<file path="src/rtl/fpr_pkg.sv">
// ----------------------------------------------------------------------------
// fpr_pkg
// Shared widths, register codes and the queued item type for the
// face-to-patch range search core.
// ----------------------------------------------------------------------------
package fpr_pkg;

	localparam int FACE_W      = 31;
	localparam int SLOT_W      = 6;
	localparam int PIDX_W      = 7;
	localparam int PCNT_W      = 7;
	localparam int REG_IDX_W   = 2;
	localparam int QUEUE_DEPTH = 2;
	localparam int QCNT_W      = 2;

	localparam logic signed [PIDX_W-1:0] NOT_FOUND_IDX = -7'sd1;

	typedef enum logic [REG_IDX_W-1:0] {
		REG_INTERNAL_FACES = 2'd0,
		REG_TOTAL_FACES    = 2'd1,
		REG_PATCH_COUNT    = 2'd2
	} cfg_reg_t;

	// one classified beat waiting for the search engine
	typedef struct packed {
		logic              is_query;
		logic              slot_ok;
		logic              reject;
		logic [SLOT_W-1:0] slot;
		logic [FACE_W-1:0] start;
		logic [FACE_W-1:0] size;
		logic [FACE_W-1:0] face;
	} item_t;

endpackage

</file>
<file path="src/rtl/fpr_channels.sv">


interface fpr_rsp_if import fpr_pkg::*; ();
	logic                     valid;
	logic                     ready;
	logic                     found;
	logic signed [PIDX_W-1:0] patch_index;
	logic [FACE_W-1:0]        local_face;

	modport source (output valid, found, patch_index, local_face, input ready);
	modport sink (input valid, found, patch_index, local_face, output ready);
endinterface

</file>
<file path="src/rtl/fpr_ram.sv">
// ----------------------------------------------------------------------------
// fpr_ram
// Generic single-write, single-read RAM with registered read data.
// ----------------------------------------------------------------------------
module fpr_ram #(
	parameter int WIDTH = 62,
	parameter int DEPTH = 64,
	localparam int AW = (DEPTH > 1) ? $clog2(DEPTH) : 1
) (
	input  logic             clk,
	input  logic             we,
	input  logic [AW-1:0]    waddr,
	input  logic [WIDTH-1:0] wdata,
	input  logic [AW-1:0]    raddr,
	output logic [WIDTH-1:0] rdata
);

	logic [WIDTH-1:0] mem [DEPTH];

	always_ff @(posedge clk) begin
		if (we) begin
			mem[waddr] <= wdata;
		end
		rdata <= mem[raddr];
	end

endmodule

</file>
<file path="src/rtl/fpr_back.sv">
// ----------------------------------------------------------------------------
// fpr_back
// Search engine: writes table entries for loads and runs a binary search,
// one table probe per cycle, for queries. Results go to an output register.
// ----------------------------------------------------------------------------
module fpr_back import fpr_pkg::*; #(
	parameter int PATCH_DEPTH = 64,
	localparam int CW = $clog2(PATCH_DEPTH + 1)
) (
	input  logic          clk,
	input  logic          arst_n,
	input  logic [CW-1:0] cnt_sat,
	input  logic          q_valid,
	input  item_t         q_item,
	output logic          q_pop,
	fpr_rsp_if.source     rsp
);

	localparam int AW = (PATCH_DEPTH > 1) ? $clog2(PATCH_DEPTH) : 1;
	localparam int DW = 2 * FACE_W;

	typedef enum logic [1:0] {
		ST_IDLE,
		ST_PROBE,
		ST_DONE
	} state_t;

	state_t                   state_q;
	logic [CW-1:0]            lo_q;
	logic [CW-1:0]            hp_q;
	logic [CW-1:0]            mid_q;
	logic [FACE_W-1:0]        face_q;
	logic                     res_found_q;
	logic signed [PIDX_W-1:0] res_idx_q;
	logic [FACE_W-1:0]        res_local_q;
	logic                     out_valid_q;
	logic                     out_found_q;
	logic signed [PIDX_W-1:0] out_idx_q;
	logic [FACE_W-1:0]        out_local_q;

	logic              ram_we;
	logic [AW-1:0]     ram_raddr;
	logic [DW-1:0]     ram_rdata;
	logic [FACE_W-1:0] ps;
	logic [FACE_W-1:0] sz;
	logic [FACE_W:0]   pend;
	logic              go_left;
	logic              go_right;
	logic              hit;
	logic [CW-1:0]     lo_n;
	logic [CW-1:0]     hp_n;
	logic [CW-1:0]     mid_n;
	logic [CW-1:0]     mid0;
	logic              more;
	logic              out_free;

	assign q_pop    = q_valid && (state_q == ST_IDLE);
	assign ram_we   = q_pop && !q_item.is_query && q_item.slot_ok;
	assign out_free = !out_valid_q || rsp.ready;

	assign ps       = ram_rdata[DW-1:FACE_W];
	assign sz       = ram_rdata[FACE_W-1:0];
	assign pend     = {1'b0, ps} + {1'b0, sz};
	assign go_left  = (face_q < ps);
	assign go_right = !go_left && ({1'b0, face_q} >= pend);
	assign hit      = !go_left && !go_right;
	assign lo_n     = go_right ? (mid_q + 1'b1) : lo_q;
	assign hp_n     = go_left ? mid_q : hp_q;
	assign more     = (lo_n < hp_n);
	assign mid_n    = CW'(({1'b0, lo_n} + {1'b0, hp_n} - 1'b1) >> 1);
	assign mid0     = CW'(({1'b0, cnt_sat} - 1'b1) >> 1);
	assign ram_raddr = (state_q == ST_PROBE) ? AW'(mid_n) : AW'(mid0);

	fpr_ram #(
		.WIDTH (DW),
		.DEPTH (PATCH_DEPTH)
	) u_table (
		.clk   (clk),
		.we    (ram_we),
		.waddr (AW'(q_item.slot)),
		.wdata ({q_item.start, q_item.size}),
		.raddr (ram_raddr),
		.rdata (ram_rdata)
	);

	assign rsp.valid       = out_valid_q;
	assign rsp.found       = out_found_q;
	assign rsp.patch_index = out_idx_q;
	assign rsp.local_face  = out_local_q;

	always_ff @(posedge clk or negedge arst_n) begin
		if (!arst_n) begin
			state_q     <= ST_IDLE;
			lo_q        <= '0;
			hp_q        <= '0;
			mid_q       <= '0;
			face_q      <= '0;
			res_found_q <= 1'b0;
			res_idx_q   <= NOT_FOUND_IDX;
			res_local_q <= '0;
			out_valid_q <= 1'b0;
			out_found_q <= 1'b0;
			out_idx_q   <= NOT_FOUND_IDX;
			out_local_q <= '0;
		end else begin
			if (out_valid_q && rsp.ready && (state_q != ST_DONE)) begin
				out_valid_q <= 1'b0;
			end
			unique case (state_q)
				ST_IDLE: begin
					if (q_pop && q_item.is_query) begin
						face_q <= q_item.face;
						if (q_item.reject) begin
							res_found_q <= 1'b0;
							res_idx_q   <= NOT_FOUND_IDX;
							res_local_q <= q_item.face;
							state_q     <= ST_DONE;
						end else begin
							lo_q    <= '0;
							hp_q    <= cnt_sat;
							mid_q   <= mid0;
							state_q <= ST_PROBE;
						end
					end
				end
				ST_PROBE: begin
					if (hit) begin
						res_found_q <= 1'b1;
						res_idx_q   <= PIDX_W'(mid_q);
						res_local_q <= face_q - ps;
						state_q     <= ST_DONE;
					end else if (!more) begin
						res_found_q <= 1'b0;
						res_idx_q   <= NOT_FOUND_IDX;
						res_local_q <= face_q;
						state_q     <= ST_DONE;
					end else begin
						lo_q  <= lo_n;
						hp_q  <= hp_n;
						mid_q <= mid_n;
					end
				end
				ST_DONE: begin
					if (out_free) begin
						out_valid_q <= 1'b1;
						out_found_q <= res_found_q;
						out_idx_q   <= res_idx_q;
						out_local_q <= res_local_q;
						state_q     <= ST_IDLE;
					end else if (rsp.ready) begin
						out_valid_q <= 1'b0;
					end
				end
				default: begin
					state_q <= ST_IDLE;
				end
			endcase
		end
	end

endmodule

</file>
<file path="src/flat_wrapper.sv">
// flat-port wrapper written by rule: the top's interface ports become plain ports
module fpr_back_flat import fpr_pkg::*;
#(
	parameter int PATCH_DEPTH = 64,
	localparam int CW = $clog2(PATCH_DEPTH + 1)
)
  (clk, arst_n, cnt_sat, q_valid, q_item, q_pop, rsp_valid, rsp_found, rsp_patch_index, rsp_local_face, rsp_ready);
  fpr_rsp_if rsp_i ();
  input  logic clk;
  input  logic arst_n;
  input  logic [CW-1:0] cnt_sat;
  input  logic q_valid;
  input  item_t q_item;
  output logic q_pop;
  output wire logic [$bits(rsp_i.valid)-1:0] rsp_valid;
  output wire logic [$bits(rsp_i.found)-1:0] rsp_found;
  output wire logic [$bits(rsp_i.patch_index)-1:0] rsp_patch_index;
  output wire logic [$bits(rsp_i.local_face)-1:0] rsp_local_face;
  input wire logic [$bits(rsp_i.ready)-1:0] rsp_ready;
  assign rsp_valid = rsp_i.valid;
  assign rsp_found = rsp_i.found;
  assign rsp_patch_index = rsp_i.patch_index;
  assign rsp_local_face = rsp_i.local_face;
  assign rsp_i.ready = rsp_ready;
  fpr_back #(.PATCH_DEPTH(PATCH_DEPTH)) u_core (.clk(clk), .arst_n(arst_n), .cnt_sat(cnt_sat), .q_valid(q_valid), .q_item(q_item), .q_pop(q_pop), .rsp(rsp_i));
endmodule
</file>
<file path="config.mk">
export PLATFORM = sky130hd
export DESIGN_NAME = fpr_back_flat
export DESIGN_NICKNAME = d
export VERILOG_FILES = /design/src/rtl/fpr_pkg.sv /design/src/rtl/fpr_channels.sv /design/src/rtl/fpr_ram.sv /design/src/rtl/fpr_back.sv /design/src/flat_wrapper.sv
export SDC_FILE = /design/constraint.sdc
export NUM_CORES = 2
export LEC_CHECK = 0
export BUFFER_PORTS_ARGS = -buffer_cell sky130_fd_sc_hd__buf_2
export CAP_MARGIN = 20
export CORE_MARGIN = 10
export CORE_UTILIZATION = 50
export DETAILED_ROUTE_END_ITERATION = 7
export GPL_ROUTABILITY_DRIVEN = 1
export GPL_TIMING_DRIVEN = 0
export PLACE_DENSITY = 0.65
export SLEW_MARGIN = 10
export SYNTH_ARGS = -nofsm -noshare
export SYNTH_HDL_FRONTEND = slang
export SYNTH_SLANG_ARGS = --single-unit
</file>
<file path="constraint.sdc">
create_clock -name clk -period 20.9 [get_ports clk]
set_input_delay 0 -clock clk [delete_from_list [all_inputs] [get_ports clk]]
set_output_delay 0 -clock clk [all_outputs]
set_load 0.02 [all_outputs]
</file>
# After elaboration in Yosys (flattened, before gate mapping)

Memories as Yosys holds them, arrays and structs flattened. A register that Yosys moved wholly into a read port is not among the register bits.
Cells that the tools add are included.

Bits in writable memories: 3968
Input port bits: 113
Register bits: 133
Memories: 1

Memory list:

| memory             | words | bits a word | rd ports | clocked after memory_dff | wr ports | RTL line      | RTL |
|---|---|---|---|---|---|---|---|
| u_core.u_table.mem | 64    | 62          | 1        | 1                        | 1        | fpr_ram.sv:18 | `logic [WIDTH-1:0] mem [DEPTH];` |

Add/subtract/negate cells: 6
$lt $le $gt $ge: 3
Muxes and demuxes: 45
Reduce and logical (&&, ||, !) cells: 20
Equal/unequal tests: 10

Operators by type and width:

| kind                                             | count |
|---|---|
| two-way mux 7 bit                                | 18 |
| two-way mux 31 bit                               | 4 |
| case mux 31 bit (2 select lines)                 | 1 |
| case mux 7 bit (2 select lines)                  | 4 |
| adder 31 x 31 -> 32 bit                          | 1 |
| >= comparator 31 x 32 -> 1 bit                   | 1 |
| less-than comparator 31 bit                      | 1 |
| subtractor 31 bit                                | 1 |
| two-way mux 1 bit                                | 10 |
| two-way mux 2 bit                                | 5 |
| != test 2 bit, second input constant             | 5 |
| adder 7 x 7 -> 8 bit                             | 1 |
| logical AND 1 bit                                | 8 |
| subtractor 7 x 1 -> 8 bit, second input constant | 1 |
| subtractor 8 x 1 -> 8 bit, second input constant | 1 |
| adder 7 x 1 -> 7 bit, second input constant      | 1 |
| less-than comparator 7 bit                       | 1 |
| two-way mux 6 bit                                | 1 |
| case mux 2 bit (3 select lines)                  | 1 |
| AND reduction 5 bit                              | 1 |
| zero test 1 bit                                  | 4 |
| != test 2 x 1 -> 1 bit, second input constant    | 2 |
| AND reduction 2 bit                              | 2 |
| AND reduction 4 bit                              | 1 |
| other kinds (8)                                  | 8 |

# Logic depth before layout (Yosys ltp)

Depth in word-level cells: 9
Mapped depth: 39
Gate-level depth less buffers: 35

# By module

Synthesis repeated with hierarchy kept, for this count alone.

Cells, all modules: 7800
Area total of the unflattened synthesis: 162156.8 um^2

Modules (own cells, without submodules):

| module   | cells each | times used | area an instance (um^2) |
|---|---|---|---|
| fpr_ram  | 6650       | 1          | 151766.8 |
| fpr_back | 1150       | 1          | 10390.0 |

# Worst setup path before layout

No wires, ideal clock.

Path type: register to register
From: register u_core.u_table.rdata[4], read port of u_core.u_table.mem
To: register u_core.u_table.rdata[56], read port of u_core.u_table.mem
Cell stages (with the launch flop): 37
Data required time: 20.768 ns
Data arrival time: 7.150 ns
Slack: 13.617 ns
Library setup time: 0.132 ns
Cells stage by stage: dfxtp_1 ha_1 a2111oi_4 o21ai_1 a221oi_1 o31ai_1 a21oi_1 o21ai_0 a21oi_1 o21bai_1 a21oi_1 xor2_1 ha_1 nand4_1 o221ai_1 a31oi_1 o22ai_1 o2bb2ai_1 and2_0 and2_1 clkbuf_1 nand2_1 o21ai_0 inv_1 ha_1 inv_1 fa_1 o21a_1 clkbuf_1 clkbuf_1 clkbuf_1 clkbuf_1 nand3_1 a311oi_1 a21oi_1 a211oi_1 a21oi_1

Word-level cells in the longest chain between the ends: 7

RTL lines:

| item                           | RTL line       | RTL |
|---|---|---|
| start, declared                | fpr_ram.sv:15  | `output logic [WIDTH-1:0] rdata` |
| adder 31 x 31 -> 32 bit        | fpr_back.sv:63 | `assign pend = {1'b0, ps} + {1'b0, sz};` |
| >= comparator 31 x 32 -> 1 bit | fpr_back.sv:65 | `assign go_right = !go_left && ({1'b0, face_q} >= pend);` |
| logical AND 1 bit              | fpr_back.sv:65 |  |
| two-way mux 7 bit              | fpr_back.sv:67 | `assign lo_n = go_right ? (mid_q + 1'b1) : lo_q;` |
| adder 7 x 7 -> 8 bit           | fpr_back.sv:70 | `assign mid_n = CW'(({1'b0, lo_n} + {1'b0, hp_n} - 1'b1) >> 1);` |
| subtractor 8 x 1 -> 8 bit      | fpr_back.sv:70 |  |
| two-way mux 6 bit              | fpr_back.sv:72 | `assign ram_raddr = (state_q == ST_PROBE) ? AW'(mid_n) : AW'(mid0);` |

Every way passes these cells.
A chain may end at the register's enable or synchronous reset.

# Worst setup path after layout

From: register u_core.u_table.rdata[35], read port of u_core.u_table.mem
To: register u_core.u_table.rdata[24], read port of u_core.u_table.mem

Word-level cells in the longest chain between the ends: 7
Elaborated cells on any way between the ends: 10

RTL lines:

| item                                                                   | RTL line |
|---|---|
| adder 31 x 31 -> 32 bit or less-than comparator 31 bit (tied branches) | fpr_back.sv:63, fpr_back.sv:64 |
| >= comparator 31 x 32 -> 1 bit or zero test 1 bit (tied branches)      | fpr_back.sv:65 |
| logical AND 1 bit                                                      | fpr_back.sv:65 |
| two-way mux 7 bit                                                      | fpr_back.sv:67 |
| adder 7 x 7 -> 8 bit *                                                 | fpr_back.sv:70 |
| subtractor 8 x 1 -> 8 bit *                                            | fpr_back.sv:70 |
| two-way mux 6 bit *                                                    | fpr_back.sv:72 |

Every way passes the cells marked *; elsewhere a longest branch is shown, timed or not.

==> qor.csv <==
stage,metric,value,unit
floorplan,Starting Density,0.5032,
synthesis,Synth top area share,0.7080,
timing,final setup vio count,0,
synthesis,"area leader, netlist",edfxtp_1,
flow_run,max cap viols,0,
setup_path,"setup slack, reg-to-reg",8550,ps
synthesis,ys async rst share,0.03195,
setup_path,Worst Path Arrival,13130,ps
clocking,H-tree levels,5,
detailed_routing,initial DRC count,17000,
synthesis,Cell variety after synth,79,
floorplan,io pins,154,
clocking,cts hold-fix bufs,167,
setup_path,crit path max fanout,10,
setup_path,WP buf/inv,7,
min_path,min-delay worst type,in2reg,
timing,Slew @ Worst Pin,1395,ps
setup_path,CP most frequent cell,a21oi_1,
layout,area delta synth->final,16.17,%
detailed_routing,# DRC,0,
floorplan,# rows,212,
synthesis,Post-Syn Area,168300,um2
clocking,# Post-CTS Setup Buffers,0,
placed_design,Routability Congestion,1.060,
detailed_routing,WL final,563600,um
clocking,worst skew pair latency,990,ps
synthesis,Yosys warnings,0,
clocking,Clock Path Buffers,4,
timing,relative slew slack,0.06442,
floorplan,die area,360200,um2
synthesis,largest cells by area after synthesis,"edfxtp_1 71%, nand2_1 9.1%, a311oi_1 3.9%",
timing,"Period Utilization, post-route",0.5911,
clocking,Root Driver,clkbuf_16,
setup_path,"CP delay by family, top",compound AO/OA/AOI/OAI gates,
global_route,largest net degree at the start of global routing,88,
global_route,first-pass GRT wire length,787800,um
layout,layout cell share with drive strength beyond 1,0.08793,
placed_design,HPWL Detailed,399300,um
synthesis,"Primary FF master, synth",edfxtp_1,
timing,unrepaired setup endpoints after global routing,false,
detailed_routing,DRT Pass-1 Iters,6,
setup_path,Critical-path top delay cell,a211oi_2,
placed_design,Post-DP Area,180500,um2
clocking,post-cts resize count,0,
setup_path,Setup CP Type,reg2reg,
clocking,cts bufs inserted,420,
timing,"Hold Violations, Final",0,
layout,post-layout net count,14230,
synthesis,synthesis-stage register bit count,4163,
global_route,grt ovf,0,
detailed_routing,DRT antenna net count,0,
setup_path,CP max stage delay,1180,ps
synthesis,Synth Net Count,13250,
setup_path,Startpoint Class,flip-flop,
global_route,initial antenna violation count,47,
setup_path,CP endpoint kind,flip-flop,
floorplan,Die X-Extent,600.2,um
layout,fin area,195500,um2
timing,crit path time final,12350,ps
synthesis,Syn Area/Cell,12.93,um2
synthesis,Gate Count Post-Synth,13020,
timing,worst clock skew,42.37,ps
clocking,TritonCTS clock tree,yes,
placed_design,number of port buffers,150,
detailed_routing,wire per inst,29.86,um
global_route,vias in the first global route,110800,
timing,Fmax,0.08094,GHz
timing,setup_tns,0,ps
timing,final slew viol count,0,
outcome,outcome,finished clean,
detailed_routing,vias,117200,
clocking,"CTS clk-pin slew, worst paths",60,ps
synthesis,post-synthesis sequential area ratio,0.7352,
global_route,GRT Total Usage,0.3015,
synthesis,number of enable flip-flop cells after synthesis,3968,
setup_path,CP required,21670,ps
clocking,CTS sink cnt,4163,
floorplan,Core ar.,334500,um2
detailed_routing,Via density,6.209,
floorplan,die extent in y,600.2,um
-- cells by family after synthesis --
| logic type | synth area share |
|---|---|
| compound gates | 0.07645 |
| xor+xnor | 0.003487 |
| fa+ha+maj | 0.008757 |
| buf+inv | 0.02218 |
| flops | 0.7352 |
| mux | 0.007471 |
| simple gates | 0.1465 |
-- cell usage in the layout (no fill, tap or decap), types with 52 or more instances in the layout --
cell	instances
clkinv_2	84
inv_1	69
buf_4	74
a311oi_1	745
ha_1	113
clkbuf_16	427
dfxtp_1	62
mux2_2	87
buf_1	74
a31oi_1	280
buf_2	104
dlygate4sd3_1	166
dfrtp_1	119
nand2_1	4086
clkbuf_2	59
and3_1	504
clkbuf_1	856
a211oi_1	173
a21oi_1	328
o21ai_0	58
nor2_1	52
edfxtp_1	3968
nor2_4	64
clkinv_1	95
buf_16	54
buf_12	162
nand3_1	1026
-- cells in the mapped netlist, types with 32 or more instances --
cell type,n
a21oi_1,330
mux2_2,87
clkbuf_1,826
inv_1,69
and3_1,504
nand3_1,1026
a311oi_1,745
xor2_1,32
dfrtp_1,119
ha_1,113
a211oi_1,190
edfxtp_1,3968
xnor2_1,35
nand2_1,4086
o21ai_0,59
a21o_1,35
a31oi_1,280
nor2_1,116
buf_1,76
dfxtp_1,62
-- metal layers --
| layer | track usage | routed length, um | vias up |
|---|---|---|---|
| li1 | - | - | 50430 |
| met1 | 0.3826 | 204200 | 58330 |
| met2 | 0.4677 | 256000 | 7080 |
| met3 | 0.07691 | 62530 | 1349 |
| met4 | 0.1831 | 40570 | 2 |
| met5 | 0.005948 | 276 | - |
-- stage by stage --
stage | hold slack, ps | utilization | cells | setup WS (ps)
after detailed placement | -25.86 | 0.5395 | 17900 | 9117
final | 27.78 | 0.5846 | 18880 | 8546
after CTS | 2.664 | 0.5841 | 18840 | 9057
after global placement | 253.5 | 0.5222 | 17660 | 6881
after global routing | 53.01 | 0.5844 | 18850 | 8555
after floorplan | -295.6 | - | 13020 | 13620
-- worst paths after layout --
kind / from / endpoint / cells past startpoint
worst max register to register: u_core.u_table.rdata[35] / u_core.u_table.rdata[24] / 36
min in group asynchronous: arst_n / u_core.lo_q[1] / 4
worst min register to register: u_core.res_local_q[3] / u_core.res_local_q[3] / 1
worst min-delay path: q_item[58] / u_core.u_table.mem[58][27] / 2
max in group asynchronous: arst_n / u_core.res_local_q[2] / 5
worst max-delay path: u_core.u_table.rdata[35] / u_core.u_table.rdata[24] / 36
-- worst reg2reg max path, delay by kind of cell, from the launching register on --
| family | cells | cell delay [ps] |
|---|---|---|
| compound gates | 20 | 5900 |
| xor+xnor | 1 | 100 |
| fa+ha+maj | 4 | 1620 |
| buf+inv | 7 | 3270 |
| flops | 1 | 350 |
| simple gates | 4 | 900 |
-- state kept, by name (all words and copies together), names as in the netlist, 31 cells and up --
| name | flops |
|---|---|
| u_core.face_q | 31 |
| u_core.u_table.rdata | 62 |
| u_core.u_table.mem | 3968 |
| u_core.res_local_q | 31 |
| u_core.rsp.local_face | 31 |
-- layout make-up --
class | instances | area (um2)
plain buffers | 916 | 3550
multi-input cells | 7870 | 41430
clock inverters | 244 | 2057
diodes | 29 | 72.57
well taps | 4494 | 5623
inverters | 69 | 259.0
repair buffers | 564 | 7635
flip-flops and latches | 4163 | 123700
fillers | 26150 | 139000
clock buffers | 527 | 11160
Power is not shown: default switching activity piles up to over one toggle a cycle in this logic, so the estimate is an artifact.
